$ cat src/sv/strided_4d_address_generator_macros.svh
// Assertion macros shared by the strided address generator modules.
// Define ASSERT_OFF to compile the assertions away; no other dependencies.
`ifndef STRIDED_4D_ADDRESS_GENERATOR_MACROS_SVH
`define STRIDED_4D_ADDRESS_GENERATOR_MACROS_SVH

`ifndef ASSERT_OFF

// Same-cycle implication, checked outside reset.
`define S4AG_ASSERT_IMPLY(lbl, clk, rst_n, ante, cons, msg) \
  lbl: assert property (@(posedge clk) disable iff (!rst_n) (ante) |-> (cons)) \
    else $error(msg);

// Next-cycle implication, checked outside reset.
`define S4AG_ASSERT_NEXT(lbl, clk, rst_n, ante, cons, msg) \
  lbl: assert property (@(posedge clk) disable iff (!rst_n) (ante) |=> (cons)) \
    else $error(msg);

`else

`define S4AG_ASSERT_IMPLY(lbl, clk, rst_n, ante, cons, msg)
`define S4AG_ASSERT_NEXT(lbl, clk, rst_n, ante, cons, msg)

`endif

`endif

$ cat src/sv/s4ag_pkg.sv
// Shared types and constants for the four-level strided address generator.
// No dependencies; imported by the top module, the register file, the walker and the testbench.
package s4ag_pkg;

  // Number of nested levels in the walk.
  localparam int NUM_LEVELS = 4;

  // Level positions inside the per-level arrays.
  localparam int LVL_UNIT  = 0;
  localparam int LVL_SLICE = 1;
  localparam int LVL_PLANE = 2;
  localparam int LVL_CUBE  = 3;

  // Request codes carried by the mode field.
  localparam logic MODE_NEXT    = 1'b0;
  localparam logic MODE_RESTART = 1'b1;

  // Configuration register map, in word order.
  typedef enum logic [2:0] {
    REG_UNIT_COUNT,
    REG_SLICE_COUNT,
    REG_PLANE_COUNT,
    REG_CUBE_COUNT,
    REG_UNIT_STRIDE,
    REG_SLICE_STRIDE,
    REG_PLANE_STRIDE,
    REG_CUBE_STRIDE
  } reg_idx_t;

  // Status flags that travel with each generated point.
  typedef struct packed {
    logic end_of_slice;
    logic end_of_plane;
    logic end_of_cube;
    logic end_of_tensor;
    logic point_valid;
  } end_flags_t;

endpackage

$ cat src/sv/strided_4d_address_generator.sv
// Four-level strided address generator: one address per accepted request, walking
// units within slices within planes within cubes. A request with mode = 1 restarts
// the walk at base_address; mode = 0 yields the next point with its per-level
// indices and end-of-level flags, and point_valid = 0 once the walk is done. The
// block accepts one request per clock unless stalled; each result is loaded into
// the output register in the cycle after its request is accepted, and the input
// stalls only while the output side stalls a held result. The walker's counter
// compare and stride add logic forms the next point combinationally. The user must
// write counts and strides via APB only while idle; the block does not enforce it.
module strided_4d_address_generator #(
  parameter int MAX_LEVEL_COUNT = 1024,
  parameter int ADDR_WIDTH      = 22,
  localparam int IDX_W   = $clog2(MAX_LEVEL_COUNT),
  localparam int CNT_W   = IDX_W + 1,
  localparam int DATA_W  = (ADDR_WIDTH > 32) ? 64 : 32,
  localparam int PADDR_W = (DATA_W > 32) ? 6 : 5
) (
  input  logic                  clk,
  input  logic                  rst_n,
  // Request channel.
  input  logic                  in_valid,
  output logic                  in_stall,
  input  logic                  in_mode,
  input  logic [ADDR_WIDTH-1:0] in_base_address,
  // Result channel.
  output logic                  out_valid,
  input  logic                  out_stall,
  output logic [ADDR_WIDTH-1:0] out_address,
  output logic [IDX_W-1:0]      out_unit_index,
  output logic [IDX_W-1:0]      out_slice_index,
  output logic [IDX_W-1:0]      out_plane_index,
  output logic [IDX_W-1:0]      out_cube_index,
  output logic                  out_end_of_slice,
  output logic                  out_end_of_plane,
  output logic                  out_end_of_cube,
  output logic                  out_end_of_tensor,
  output logic                  out_point_valid,
  // Configuration port.
  input  logic                  psel,
  input  logic                  penable,
  input  logic                  pwrite,
  input  logic [PADDR_W-1:0]    paddr,
  input  logic [DATA_W-1:0]     pwdata,
  output logic [DATA_W-1:0]     prdata,
  output logic                  pready
);
  import s4ag_pkg::*;

  localparam int FLAGS_W = $bits(end_flags_t);
  localparam int PAY_W   = ADDR_WIDTH + NUM_LEVELS * IDX_W + FLAGS_W;

  logic [NUM_LEVELS-1:0][CNT_W-1:0]      counts;
  logic [NUM_LEVELS-1:0][ADDR_WIDTH-1:0] strides;
  logic [ADDR_WIDTH-1:0]                 res_address;
  logic [NUM_LEVELS-1:0][IDX_W-1:0]      res_index;
  end_flags_t                            res_flags;
  logic                                  fire;
  logic [PAY_W-1:0]                      pay_in, pay_out;
  logic [ADDR_WIDTH-1:0]                 pay_address;
  logic [NUM_LEVELS-1:0][IDX_W-1:0]      pay_index;
  end_flags_t                            pay_flags;

  assign fire = in_valid && !in_stall;

  s4ag_cfg_regs #(
    .CNT_W   (CNT_W),
    .ADDR_W  (ADDR_WIDTH),
    .DATA_W  (DATA_W),
    .PADDR_W (PADDR_W)
  ) u_cfg (
    .clk     (clk),
    .rst_n   (rst_n),
    .psel    (psel),
    .penable (penable),
    .pwrite  (pwrite),
    .paddr   (paddr),
    .pwdata  (pwdata),
    .prdata  (prdata),
    .pready  (pready),
    .counts  (counts),
    .strides (strides)
  );

  s4ag_walker #(
    .MAX_LEVEL_COUNT (MAX_LEVEL_COUNT),
    .IDX_W           (IDX_W),
    .CNT_W           (CNT_W),
    .ADDR_W          (ADDR_WIDTH)
  ) u_walker (
    .clk          (clk),
    .rst_n        (rst_n),
    .fire         (fire),
    .mode         (in_mode),
    .base_address (in_base_address),
    .counts       (counts),
    .strides      (strides),
    .res_address  (res_address),
    .res_index    (res_index),
    .res_flags    (res_flags)
  );

  // Pack the result for the output register.
  assign pay_in = {res_address, res_index, res_flags};

  s4ag_out_reg #(
    .WIDTH (PAY_W)
  ) u_out (
    .clk        (clk),
    .rst_n      (rst_n),
    .load       (fire),
    .data_in    (pay_in),
    .out_stall  (out_stall),
    .out_valid  (out_valid),
    .data_out   (pay_out),
    .full_stall (in_stall)
  );

  // Unpack the registered result onto the output ports.
  assign {pay_address, pay_index, pay_flags} = pay_out;

  assign out_address       = pay_address;
  assign out_unit_index    = pay_index[LVL_UNIT];
  assign out_slice_index   = pay_index[LVL_SLICE];
  assign out_plane_index   = pay_index[LVL_PLANE];
  assign out_cube_index    = pay_index[LVL_CUBE];
  assign out_end_of_slice  = pay_flags.end_of_slice;
  assign out_end_of_plane  = pay_flags.end_of_plane;
  assign out_end_of_cube   = pay_flags.end_of_cube;
  assign out_end_of_tensor = pay_flags.end_of_tensor;
  assign out_point_valid   = pay_flags.point_valid;

endmodule

$ cat src/sv/s4ag_cfg_regs.sv
// APB register file holding the level counts and strides.
// Depends on s4ag_pkg for the register map.
module s4ag_cfg_regs #(
  parameter int CNT_W    = 11,
  parameter int ADDR_W   = 22,
  parameter int DATA_W   = 32,
  parameter int PADDR_W  = 5
) (
  input  logic                                     clk,
  input  logic                                     rst_n,
  input  logic                                     psel,
  input  logic                                     penable,
  input  logic                                     pwrite,
  input  logic [PADDR_W-1:0]                       paddr,
  input  logic [DATA_W-1:0]                        pwdata,
  output logic [DATA_W-1:0]                        prdata,
  output logic                                     pready,
  output logic [s4ag_pkg::NUM_LEVELS-1:0][CNT_W-1:0]  counts,
  output logic [s4ag_pkg::NUM_LEVELS-1:0][ADDR_W-1:0] strides
);
  import s4ag_pkg::*;

  localparam int WORD_LSB = PADDR_W - 3;

  logic [NUM_LEVELS-1:0][CNT_W-1:0]  count_r;
  logic [NUM_LEVELS-1:0][ADDR_W-1:0] stride_r;
  logic                              wr_en;
  reg_idx_t                          reg_idx;

  assign pready  = 1'b1;
  assign wr_en   = psel && penable && pwrite;
  assign reg_idx = reg_idx_t'(paddr[PADDR_W-1:WORD_LSB]);

  // Register writes; counts reset to one, unit stride to one, others to zero.
  always_ff @(posedge clk) begin
    if (!rst_n) begin
      for (int i = 0; i < NUM_LEVELS; i++) begin
        count_r[i]  <= CNT_W'(1);
        stride_r[i] <= '0;
      end
      stride_r[LVL_UNIT] <= ADDR_W'(1);
    end else if (wr_en) begin
      case (reg_idx)
        REG_UNIT_COUNT:   count_r[LVL_UNIT]   <= pwdata[CNT_W-1:0];
        REG_SLICE_COUNT:  count_r[LVL_SLICE]  <= pwdata[CNT_W-1:0];
        REG_PLANE_COUNT:  count_r[LVL_PLANE]  <= pwdata[CNT_W-1:0];
        REG_CUBE_COUNT:   count_r[LVL_CUBE]   <= pwdata[CNT_W-1:0];
        REG_UNIT_STRIDE:  stride_r[LVL_UNIT]  <= pwdata[ADDR_W-1:0];
        REG_SLICE_STRIDE: stride_r[LVL_SLICE] <= pwdata[ADDR_W-1:0];
        REG_PLANE_STRIDE: stride_r[LVL_PLANE] <= pwdata[ADDR_W-1:0];
        REG_CUBE_STRIDE:  stride_r[LVL_CUBE]  <= pwdata[ADDR_W-1:0];
        default: ;
      endcase
    end
  end

  // Read-back multiplexer, zero-extended to the bus width.
  always_comb begin
    prdata = '0;
    case (reg_idx)
      REG_UNIT_COUNT:   prdata = DATA_W'(count_r[LVL_UNIT]);
      REG_SLICE_COUNT:  prdata = DATA_W'(count_r[LVL_SLICE]);
      REG_PLANE_COUNT:  prdata = DATA_W'(count_r[LVL_PLANE]);
      REG_CUBE_COUNT:   prdata = DATA_W'(count_r[LVL_CUBE]);
      REG_UNIT_STRIDE:  prdata = DATA_W'(stride_r[LVL_UNIT]);
      REG_SLICE_STRIDE: prdata = DATA_W'(stride_r[LVL_SLICE]);
      REG_PLANE_STRIDE: prdata = DATA_W'(stride_r[LVL_PLANE]);
      REG_CUBE_STRIDE:  prdata = DATA_W'(stride_r[LVL_CUBE]);
      default:          prdata = '0;
    endcase
  end

  assign counts  = count_r;
  assign strides = stride_r;

endmodule

$ cat src/sv/s4ag_walker.sv
// Walk state and single-pass next-point logic for the strided generator.
// Depends on s4ag_pkg and the assertion macro header.
`include "strided_4d_address_generator_macros.svh"

module s4ag_walker #(
  parameter int MAX_LEVEL_COUNT = 1024,
  parameter int IDX_W           = 10,
  parameter int CNT_W           = 11,
  parameter int ADDR_W          = 22
) (
  input  logic                                        clk,
  input  logic                                        rst_n,
  input  logic                                        fire,
  input  logic                                        mode,
  input  logic [ADDR_W-1:0]                           base_address,
  input  logic [s4ag_pkg::NUM_LEVELS-1:0][CNT_W-1:0]  counts,
  input  logic [s4ag_pkg::NUM_LEVELS-1:0][ADDR_W-1:0] strides,
  output logic [ADDR_W-1:0]                           res_address,
  output logic [s4ag_pkg::NUM_LEVELS-1:0][IDX_W-1:0]  res_index,
  output s4ag_pkg::end_flags_t                        res_flags
);
  import s4ag_pkg::*;

  localparam logic [CNT_W-1:0] MAX_CNT  = CNT_W'(MAX_LEVEL_COUNT);
  localparam logic [CNT_W-1:0] MAX_LAST = CNT_W'(MAX_LEVEL_COUNT - 1);

  // Counters carry a sticky top bit: set once a counter has gone past the index
  // range, so that it keeps reading as being at the end of its level.
  logic [NUM_LEVELS-1:0][CNT_W-1:0] cnt_r, cnt_nxt;
  logic [ADDR_W-1:0] cur_addr_r, cur_addr_nxt;
  logic [ADDR_W-1:0] slice_start_r, slice_start_nxt;
  logic [ADDR_W-1:0] plane_start_r, plane_start_nxt;
  logic [ADDR_W-1:0] cube_start_r, cube_start_nxt;
  logic              finished_r, finished_nxt;

  logic [NUM_LEVELS-1:0][CNT_W-1:0] last_idx;
  logic [NUM_LEVELS-1:0]            end_cur;
  logic [NUM_LEVELS-1:0]            end_nxt;
  logic                             point_ok;
  logic                             tensor_done;

  function automatic logic [CNT_W-1:0] cnt_inc(input logic [CNT_W-1:0] c);
    logic [IDX_W-1:0] low;
    low = c[IDX_W-1:0];
    return {c[CNT_W-1] | (&low), low + IDX_W'(1)};
  endfunction

  // Last valid index per level, with zero read as one and large counts clamped.
  always_comb begin
    for (int i = 0; i < NUM_LEVELS; i++) begin
      if (counts[i] == '0) begin
        last_idx[i] = '0;
      end else if (counts[i] > MAX_CNT) begin
        last_idx[i] = MAX_LAST;
      end else begin
        last_idx[i] = counts[i] - CNT_W'(1);
      end
      end_cur[i] = cnt_r[i] >= last_idx[i];
    end
  end

  // Advance the walk: restart, hold when finished, or step the lowest level
  // that is not yet at its end.
  always_comb begin
    cnt_nxt         = cnt_r;
    cur_addr_nxt    = cur_addr_r;
    slice_start_nxt = slice_start_r;
    plane_start_nxt = plane_start_r;
    cube_start_nxt  = cube_start_r;
    point_ok        = 1'b1;
    if (mode == MODE_RESTART) begin
      cnt_nxt         = '0;
      cur_addr_nxt    = base_address;
      slice_start_nxt = base_address;
      plane_start_nxt = base_address;
      cube_start_nxt  = base_address;
    end else if (finished_r) begin
      point_ok = 1'b0;
    end else if (!end_cur[LVL_UNIT]) begin
      cnt_nxt[LVL_UNIT] = cnt_inc(cnt_r[LVL_UNIT]);
      cur_addr_nxt      = cur_addr_r + strides[LVL_UNIT];
    end else if (!end_cur[LVL_SLICE]) begin
      cnt_nxt[LVL_UNIT]  = '0;
      cnt_nxt[LVL_SLICE] = cnt_inc(cnt_r[LVL_SLICE]);
      slice_start_nxt    = slice_start_r + strides[LVL_SLICE];
      cur_addr_nxt       = slice_start_nxt;
    end else if (!end_cur[LVL_PLANE]) begin
      cnt_nxt[LVL_UNIT]  = '0;
      cnt_nxt[LVL_SLICE] = '0;
      cnt_nxt[LVL_PLANE] = cnt_inc(cnt_r[LVL_PLANE]);
      plane_start_nxt    = plane_start_r + strides[LVL_PLANE];
      slice_start_nxt    = plane_start_nxt;
      cur_addr_nxt       = plane_start_nxt;
    end else begin
      cnt_nxt[LVL_UNIT]  = '0;
      cnt_nxt[LVL_SLICE] = '0;
      cnt_nxt[LVL_PLANE] = '0;
      cnt_nxt[LVL_CUBE]  = cnt_inc(cnt_r[LVL_CUBE]);
      cube_start_nxt     = cube_start_r + strides[LVL_CUBE];
      plane_start_nxt    = cube_start_nxt;
      slice_start_nxt    = cube_start_nxt;
      cur_addr_nxt       = cube_start_nxt;
    end
  end

  // End-of-level flags of the point being produced.
  always_comb begin
    for (int i = 0; i < NUM_LEVELS; i++) begin
      end_nxt[i] = cnt_nxt[i] >= last_idx[i];
    end
  end

  assign tensor_done = point_ok && (&end_nxt);

  // Result fields come from the updated state; a request after the end reads zero.
  always_comb begin
    finished_nxt = finished_r;
    if (mode == MODE_RESTART) begin
      finished_nxt = 1'b0;
    end
    if (tensor_done) begin
      finished_nxt = 1'b1;
    end
    res_address = '0;
    res_index   = '0;
    res_flags   = '0;
    if (point_ok) begin
      res_address = cur_addr_nxt;
      for (int i = 0; i < NUM_LEVELS; i++) begin
        res_index[i] = cnt_nxt[i][IDX_W-1:0];
      end
      res_flags.end_of_slice  = end_nxt[LVL_UNIT];
      res_flags.end_of_plane  = end_nxt[LVL_UNIT] && end_nxt[LVL_SLICE];
      res_flags.end_of_cube   = end_nxt[LVL_UNIT] && end_nxt[LVL_SLICE] &&
                                end_nxt[LVL_PLANE];
      res_flags.end_of_tensor = tensor_done;
      res_flags.point_valid   = 1'b1;
    end
  end

  // Walk state registers, updated once per accepted transaction.
  always_ff @(posedge clk) begin
    if (!rst_n) begin
      cnt_r         <= '0;
      cur_addr_r    <= '0;
      slice_start_r <= '0;
      plane_start_r <= '0;
      cube_start_r  <= '0;
      finished_r    <= 1'b1;
    end else if (fire) begin
      cnt_r         <= cnt_nxt;
      cur_addr_r    <= cur_addr_nxt;
      slice_start_r <= slice_start_nxt;
      plane_start_r <= plane_start_nxt;
      cube_start_r  <= cube_start_nxt;
      finished_r    <= finished_nxt;
    end
  end

  // The final point of a walk closes it for the following request.
  `S4AG_ASSERT_NEXT(a_done_closes_walk, clk, rst_n,
    fire && res_flags.end_of_tensor, finished_r, "walk not closed after final point")

  // A request on a closed walk leaves the position untouched.
  `S4AG_ASSERT_NEXT(a_closed_walk_holds, clk, rst_n,
    fire && finished_r && (mode == MODE_NEXT),
    $stable(cur_addr_r) && $stable(cnt_r), "closed walk changed its position")

  // A restart puts the walk at its base with all counters cleared.
  `S4AG_ASSERT_NEXT(a_restart_loads_base, clk, rst_n,
    fire && (mode == MODE_RESTART),
    (cur_addr_r == $past(base_address)) && (cnt_r == '0),
    "restart did not load the base address")

endmodule

$ cat src/sv/s4ag_out_reg.sv
// Result register between the walk logic and the output channel.
// Depends on the assertion macro header only.
`include "strided_4d_address_generator_macros.svh"

module s4ag_out_reg #(
  parameter int WIDTH = 67
) (
  input  logic             clk,
  input  logic             rst_n,
  input  logic             load,
  input  logic [WIDTH-1:0] data_in,
  input  logic             out_stall,
  output logic             out_valid,
  output logic [WIDTH-1:0] data_out,
  output logic             full_stall
);

  logic             valid_r, valid_nxt;
  logic [WIDTH-1:0] data_r;

  // A held result blocks new loads only while the consumer stalls it.
  assign full_stall = valid_r && out_stall;

  always_comb begin
    valid_nxt = valid_r;
    if (load) begin
      valid_nxt = 1'b1;
    end else if (!out_stall) begin
      valid_nxt = 1'b0;
    end
  end

  always_ff @(posedge clk) begin
    if (!rst_n) begin
      valid_r <= 1'b0;
    end else begin
      valid_r <= valid_nxt;
    end
  end

  // Payload register needs no reset.
  always_ff @(posedge clk) begin
    if (load) begin
      data_r <= data_in;
    end
  end

  assign out_valid = valid_r;
  assign data_out  = data_r;

  // A load must never overwrite a result that the consumer still stalls.
  `S4AG_ASSERT_IMPLY(a_no_overwrite, clk, rst_n,
    load, !full_stall, "result overwritten while stalled")

  // Every load shows up as a valid result in the next cycle.
  `S4AG_ASSERT_NEXT(a_load_shows, clk, rst_n,
    load, valid_r && (data_r == $past(data_in)), "loaded result not presented")

endmodule

$ cat config.mk
export PLATFORM = sky130hd
export DESIGN_NAME = strided_4d_address_generator
export DESIGN_NICKNAME = d
export VERILOG_FILES = /design/src/sv/s4ag_pkg.sv /design/src/sv/strided_4d_address_generator.sv /design/src/sv/s4ag_cfg_regs.sv /design/src/sv/s4ag_walker.sv /design/src/sv/s4ag_out_reg.sv
export VERILOG_INCLUDE_DIRS = /design/src /design/src/sv
export SDC_FILE = /design/constraint.sdc
export NUM_CORES = 1
export LEC_CHECK = 0
export CORE_MARGIN = 4
export CORE_UTILIZATION = 60
export CTS_CLUSTER_SIZE = 40
export DETAILED_ROUTE_END_ITERATION = 10
export DONT_BUFFER_PORTS = 1
export PLACE_DENSITY_LB_ADDON = 0.1
export SYNTH_ARGS = -nofsm -noshare
export SYNTH_HDL_FRONTEND = slang
export SYNTH_SLANG_ARGS = --single-unit
$ cat constraint.sdc
create_clock -name clk -period 12.67 [get_ports clk]
set_input_delay 0.6335 -clock clk [delete_from_list [all_inputs] [get_ports clk]]
set_output_delay 0.6335 -clock clk [all_outputs]
set_load 0.01 [all_outputs]
==> report_table.html <==
<table>
<tr><th>Metric</th><th>Value</th></tr>
<tr><th colspan="2">Min path</th></tr>
<tr><td>Start point of the worst min-delay path</td><td>rst_n</td></tr>
<tr><td>Number of cells traversed by the worst hold path</td><td>1</td></tr>
<tr><td>Sink of the worst hold path</td><td>u_cfg.strides[0]$_SDFFE_PN1P_</td></tr>
<tr><td>Worst min path class</td><td>in -&gt; reg</td></tr>
<tr><th colspan="2">Clock network</th></tr>
<tr><td>Source-to-sink clock delay at the later pin of the worst-skew pair</td><td>0.56 ns</td></tr>
<tr><td>Number of buffers created by CTS</td><td>39</td></tr>
<tr><td>Maximum number of buffers from clock root to sink</td><td>3</td></tr>
<tr><td>Root buf cell</td><td>clkbuf_16</td></tr>
<tr><td>Number of levels in the clock H-tree</td><td>2</td></tr>
<tr><td>Clock tree from TritonCTS</td><td>built</td></tr>
<tr><td>Post-cts hold buffer count</td><td>0</td></tr>
<tr><td>Buffers inserted during post-CTS setup optimization</td><td>0</td></tr>
<tr><td>Number of sinks handled by clock tree synthesis</td><td>333</td></tr>
<tr><td>CTS clk-pin slew, worst paths</td><td>0.06 ns</td></tr>
<tr><td># resized after CTS</td><td>0</td></tr>
<tr><th colspan="2">Drt</th></tr>
<tr><td>Routed wire length per instance</td><td>~24 um</td></tr>
<tr><td>Remaining number of nets flagged by the antenna check after routing</td><td>0</td></tr>
<tr><td>Number of vias in the routed layout</td><td>~21000</td></tr>
<tr><td>Detailed Route WL</td><td>approximately 76000 um</td></tr>
<tr><td>Remaining DRCs</td><td>0</td></tr>
<tr><td>Number of DRC violations after detailed-routing iteration 0</td><td>between 2000 and 2500</td></tr>
<tr><td>Number of iterations in the first detailed-routing pass</td><td>7</td></tr>
<tr><td>Via density per instance</td><td>between 6 and 7</td></tr>
<tr><th colspan="2">Timing</th></tr>
<tr><td>Skew final</td><td>just under 0.02 ns</td></tr>
<tr><td>Maximum clock frequency</td><td>between 100 and 150 MHz</td></tr>
<tr><td>Worst slew margin relative to its limit</td><td>0.194</td></tr>
<tr><td>Final setup violation count</td><td>0</td></tr>
<tr><td>Fraction of the cycle the final worst path needs</td><td>0.569</td></tr>
<tr><td>Measured slew at the worst slew-check pin</td><td>between 1 and 1.5 ns</td></tr>
<tr><td>Unrepaired setup endpoints after global routing</td><td>false</td></tr>
<tr><td>Min Clock Period, post-route</td><td>~7 ns</td></tr>
<tr><td>Number of max-slew violations in the final report</td><td>0</td></tr>
<tr><td>Final TNS setup</td><td>0 ns</td></tr>
<tr><td>Final hold violations</td><td>0</td></tr>
<tr><th colspan="2">Yosys</th></tr>
<tr><td>Number of enable-type register cells in the synthesized netlist</td><td>67</td></tr>
<tr><td>Cells after Synth</td><td>approximately 2800</td></tr>
<tr><td>Sequential cell area fraction in the yosys report</td><td>0.327</td></tr>
<tr><td>Synth Register Bits</td><td>roughly 330</td></tr>
<tr><td>Cell accounting for the most synthesized area</td><td>dfxtp_1</td></tr>
<tr><td>Proportion of register bits with asynchronous set or reset after synthesis</td><td>0</td></tr>
<tr><td>Dominant cells by area after synthesis</td><td>dfxtp_1 24%, ha_1 9.5%, edfxtp_1 9.0%</td></tr>
<tr><td>Cell variety after synth</td><td>100</td></tr>
<tr><td>Cell area after synthesis</td><td>between 0.02 and 0.025 sq mm</td></tr>
<tr><td>Mean instance size in the synthesized netlist</td><td>7.98 sq um</td></tr>
<tr><td>Post-synth top flop</td><td>dfxtp_1</td></tr>
<tr><td>Top cell type's share of synthesized area</td><td>0.238</td></tr>
<tr><td>Synthesis warning total</td><td>0</td></tr>
<tr><th colspan="2">GRT</th></tr>
<tr><td>Met3 Resource Use GR</td><td>0.0711</td></tr>
<tr><td>Final global-route overflow total</td><td>0</td></tr>
<tr><td>Aggregate global-route resource usage</td><td>0.359</td></tr>
<tr><td>Antenna violations before repair</td><td>1</td></tr>
<tr><td>Wire length of the first global-routing pass</td><td>approximately 120000 um</td></tr>
<tr><td>Largest net degree at the start of global routing</td><td>123</td></tr>
<tr><td>Via count of the first global-routing pass</td><td>around 20000</td></tr>
<tr><td>Routing usage on met2</td><td>0.573</td></tr>
<tr><td>Gr busiest metal</td><td>met2</td></tr>
<tr><td>Met1 usage</td><td>0.487</td></tr>
<tr><th colspan="2">Layout</th></tr>
<tr><td>Number of nets in the layout</td><td>slightly below 3000</td></tr>
<tr><td>Layout cell share with drive strength beyond 1</td><td>0.0613</td></tr>
<tr><td>Finished Cell Area</td><td>roughly 0.024 sq mm</td></tr>
<tr><td>Synthesis-to-finish area growth</td><td>6.00%</td></tr>
<tr><td>Diodes inserted</td><td>0</td></tr>
<tr><th colspan="2">Power</th></tr>
<tr><td>Gate power share</td><td>0.135</td></tr>
<tr><td>Net Sw Frac</td><td>0.283</td></tr>
<tr><td>Internal Dissipation</td><td>about 1.9 mW</td></tr>
<tr><td>Part of the total power dissipated in the clock network</td><td>0.427</td></tr>
<tr><td>Power density over cell area</td><td>approximately 110 mW/mm^2</td></tr>
<tr><td>Standby leakage power</td><td>about 9 nW</td></tr>
<tr><td>Max rail drop VDD</td><td>roughly 0.090 mV</td></tr>
<tr><td>Part of the total power dissipated in sequential elements</td><td>0.437</td></tr>
<tr><td>Switching power</td><td>0.746 mW</td></tr>
<tr><th colspan="2">Die</th></tr>
<tr><td>Core ar.</td><td>between 0.03 and 0.04 sq mm</td></tr>
<tr><td>Number of placement rows</td><td>70</td></tr>
<tr><td>Die Y-Extent</td><td>201 um</td></tr>
<tr><td>Top-Level Pins</td><td>roughly 170</td></tr>
<tr><td>Starting Density</td><td>0.611</td></tr>
<tr><td>Die span in x</td><td>201 um</td></tr>
<tr><td>DIE AREA</td><td>just over 0.04 sq mm</td></tr>
<tr><th colspan="2">Run</th></tr>
<tr><td>Max Cap Viol</td><td>0</td></tr>
<tr><th colspan="2">Critical path</th></tr>
<tr><td>Endpoint of the worst register-to-register path</td><td>u_walker.finished_r$_SDFFE_PN1P_</td></tr>
<tr><td>Critical path start-end classification</td><td>reg -&gt; reg</td></tr>
<tr><td>Reg-to-reg critical path startpoint</td><td>u_cfg.counts[4]$_SDFFE_PN0P_</td></tr>
<tr><td>Critical path startpoint category</td><td>register</td></tr>
<tr><td>Peak fanout along the critical path</td><td>15</td></tr>
<tr><td>Critical path data required time</td><td>around 13 ns</td></tr>
<tr><td>Worst Reg-to-Reg Cells</td><td>25</td></tr>
<tr><td>Worst reg2reg setup slack</td><td>5.46 ns</td></tr>
<tr><td>Endpoint kind of the worst setup timing path</td><td>register</td></tr>
<tr><td>Worst endpoint data arrival time</td><td>approximately 7.7 ns</td></tr>
<tr><th colspan="2">Outcome</th></tr>
<tr><td>Outcome</td><td>finished, final reports clean</td></tr>
<tr><th colspan="2">Place</th></tr>
<tr><td>Input/output buffers</td><td>0</td></tr>
<tr><td>Placed wire-length estimate after detailed placement</td><td>54800 um</td></tr>
<tr><td>Placement-stage cell area</td><td>approximately 0.023 sq mm</td></tr>
<tr><td>Final weighted congestion in routability-driven placement</td><td>0.970</td></tr>
</table>
metrics by stage:
stage | hold WS, ns | cells | util | total power, mW | setup WS (ns)
2_1_floorplan | 0.436 | 2824 | - | 1.44 | 6.78
3_3_place_gp | 0.442 | 3139 | 0.613 | 1.51 | 5.80
3_5_place_dp | 0.450 | 3139 | 0.613 | 1.52 | 5.63
4_1_cts | 0.162 | 3209 | 0.648 | 2.64 | 5.56
5_1_grt | 0.169 | 3209 | 0.648 | 2.72 | 5.14
6_report | 0.188 | 3209 | 0.648 | 2.64 | 5.46
synth_stat cells, drive strengths merged (6+ instances only):
cell / n
a211oi: 33
a21boi: 19
a21o: 40
a21oi: 335
a221oi: 10
a22oi: 13
a311oi: 7
a31oi: 26
a32o: 9
and2: 21
and3: 24
buf: 45
clkbuf: 133
dfxtp: 266
edfxtp: 67
ha: 171
inv: 71
mux2: 21
mux2i: 39
mux4: 14
nand2: 481
nand2b: 35
nand3: 48
nand4: 23
nor2: 246
nor2b: 24
nor3: 66
nor3b: 6
nor4: 11
o211ai: 55
o21a: 29
o21ai: 158
o22a: 6
o22ai: 12
o31ai: 12
or2: 9
or3: 14
xnor2: 76
xor2: 47
cell usage in the layout, fill, tap and decap left out, drive strengths merged, types with 48 or more instances in the layout:
master  Yosys  final
dfxtp     266    266
clkbuf    133     55
nor3       66     66
edfxtp     67     67
nand2     481    481
nand3      48     48
inv        71     72
nor2      246    246
xnor2      76     76
o211ai     55     55
o21ai     158    158
a21oi     335    335
ha        171    171
layer usage:
layer  routed length (um)  share of wire
met1                30700           0.40
met2                34400           0.45
met3                 8210           0.11
met4                 2970          0.039
met5                   13        0.00017
state kept, by name, indices dropped and copies added (netlist names), 22 cells and up:
name and count:
u_out.data_out 67, u_cfg.strides 88, u_walker.cur_addr_r 22, u_walker.slice_start_r 22, u_walker.cnt_r 44, u_walker.plane_start_r 22, u_walker.cube_start_r 22, u_cfg.counts 44
power groups by stage:
stage	combinational (mW)	clock (mW)	sequential [mW]
final	0.358	1.13	1.15
after global routing	0.384	1.18	1.16
after CTS	0.349	1.13	1.15
after detailed placement	0.347	0	1.18
after global placement	0.339	0	1.18
after floorplan	0.270	0	1.17
worst max path at each step:
stage	startpoint	endpoint	slack, ns	depth (start not counted)
5_1_grt	u_cfg.counts[4]$_SDFFE_PN0P_	u_walker.finished_r$_SDFFE_PN1P_	5.14	26
6_report	u_cfg.counts[4]$_SDFFE_PN0P_	u_walker.finished_r$_SDFFE_PN1P_	5.46	25
3_3_place_gp	u_cfg.counts[4]$_SDFFE_PN0P_	u_walker.finished_r$_SDFFE_PN1P_	5.80	25
4_1_cts	u_cfg.counts[4]$_SDFFE_PN0P_	u_walker.finished_r$_SDFFE_PN1P_	5.56	25
3_5_place_dp	u_cfg.counts[4]$_SDFFE_PN0P_	u_walker.finished_r$_SDFFE_PN1P_	5.63	25
2_1_floorplan	u_cfg.counts[13]$_SDFFE_PN0P_	u_walker.finished_r$_SDFFE_PN1P_	6.78	26
critical path: stages, from the launching register on:
cell	delay (ns)
dfxtp_1	0.40
nor4_1	0.39
nand2b_1	0.11
nor4_1	0.39
and2_1	0.38
a21boi_0	0.22
a21oi_1	0.27
ha_1	0.29
a21o_1	0.19
a211oi_1	0.32
o21ai_2	0.20
nand2_1	0.61
nand2_1	0.66
nor2_1	0.37
a21oi_1	0.10
ha_1	0.30
nand2b_1	0.15
a21o_1	0.18
a21o_1	0.18
a21o_1	0.18
a21o_1	0.18
a21oi_1	0.15
o22ai_1	0.16
o31a_1	0.21
and3_1	0.21
a221o_1	0.28
cell type report:
cell class,count,area (sq um)
well taps,468,586
clock buffers,55,1120
clock inverters,15,140
repair buffers,25,188
fillers,3177,12900
inverters,72,278
flip-flops and latches,333,7340
multi-input cells,2241,14100
kinds of logic after synthesis:
logic type,after synthesis,synth area share
flops,333,0.327
buf+inv,250,0.0467
xor+xnor,123,0.0480
other cells,2,0.000335
simple gates,1030,0.205
mux,74,0.0420
compound gates,821,0.231
fa+ha+maj,178,0.100
(Power assumes the default switching activity.)
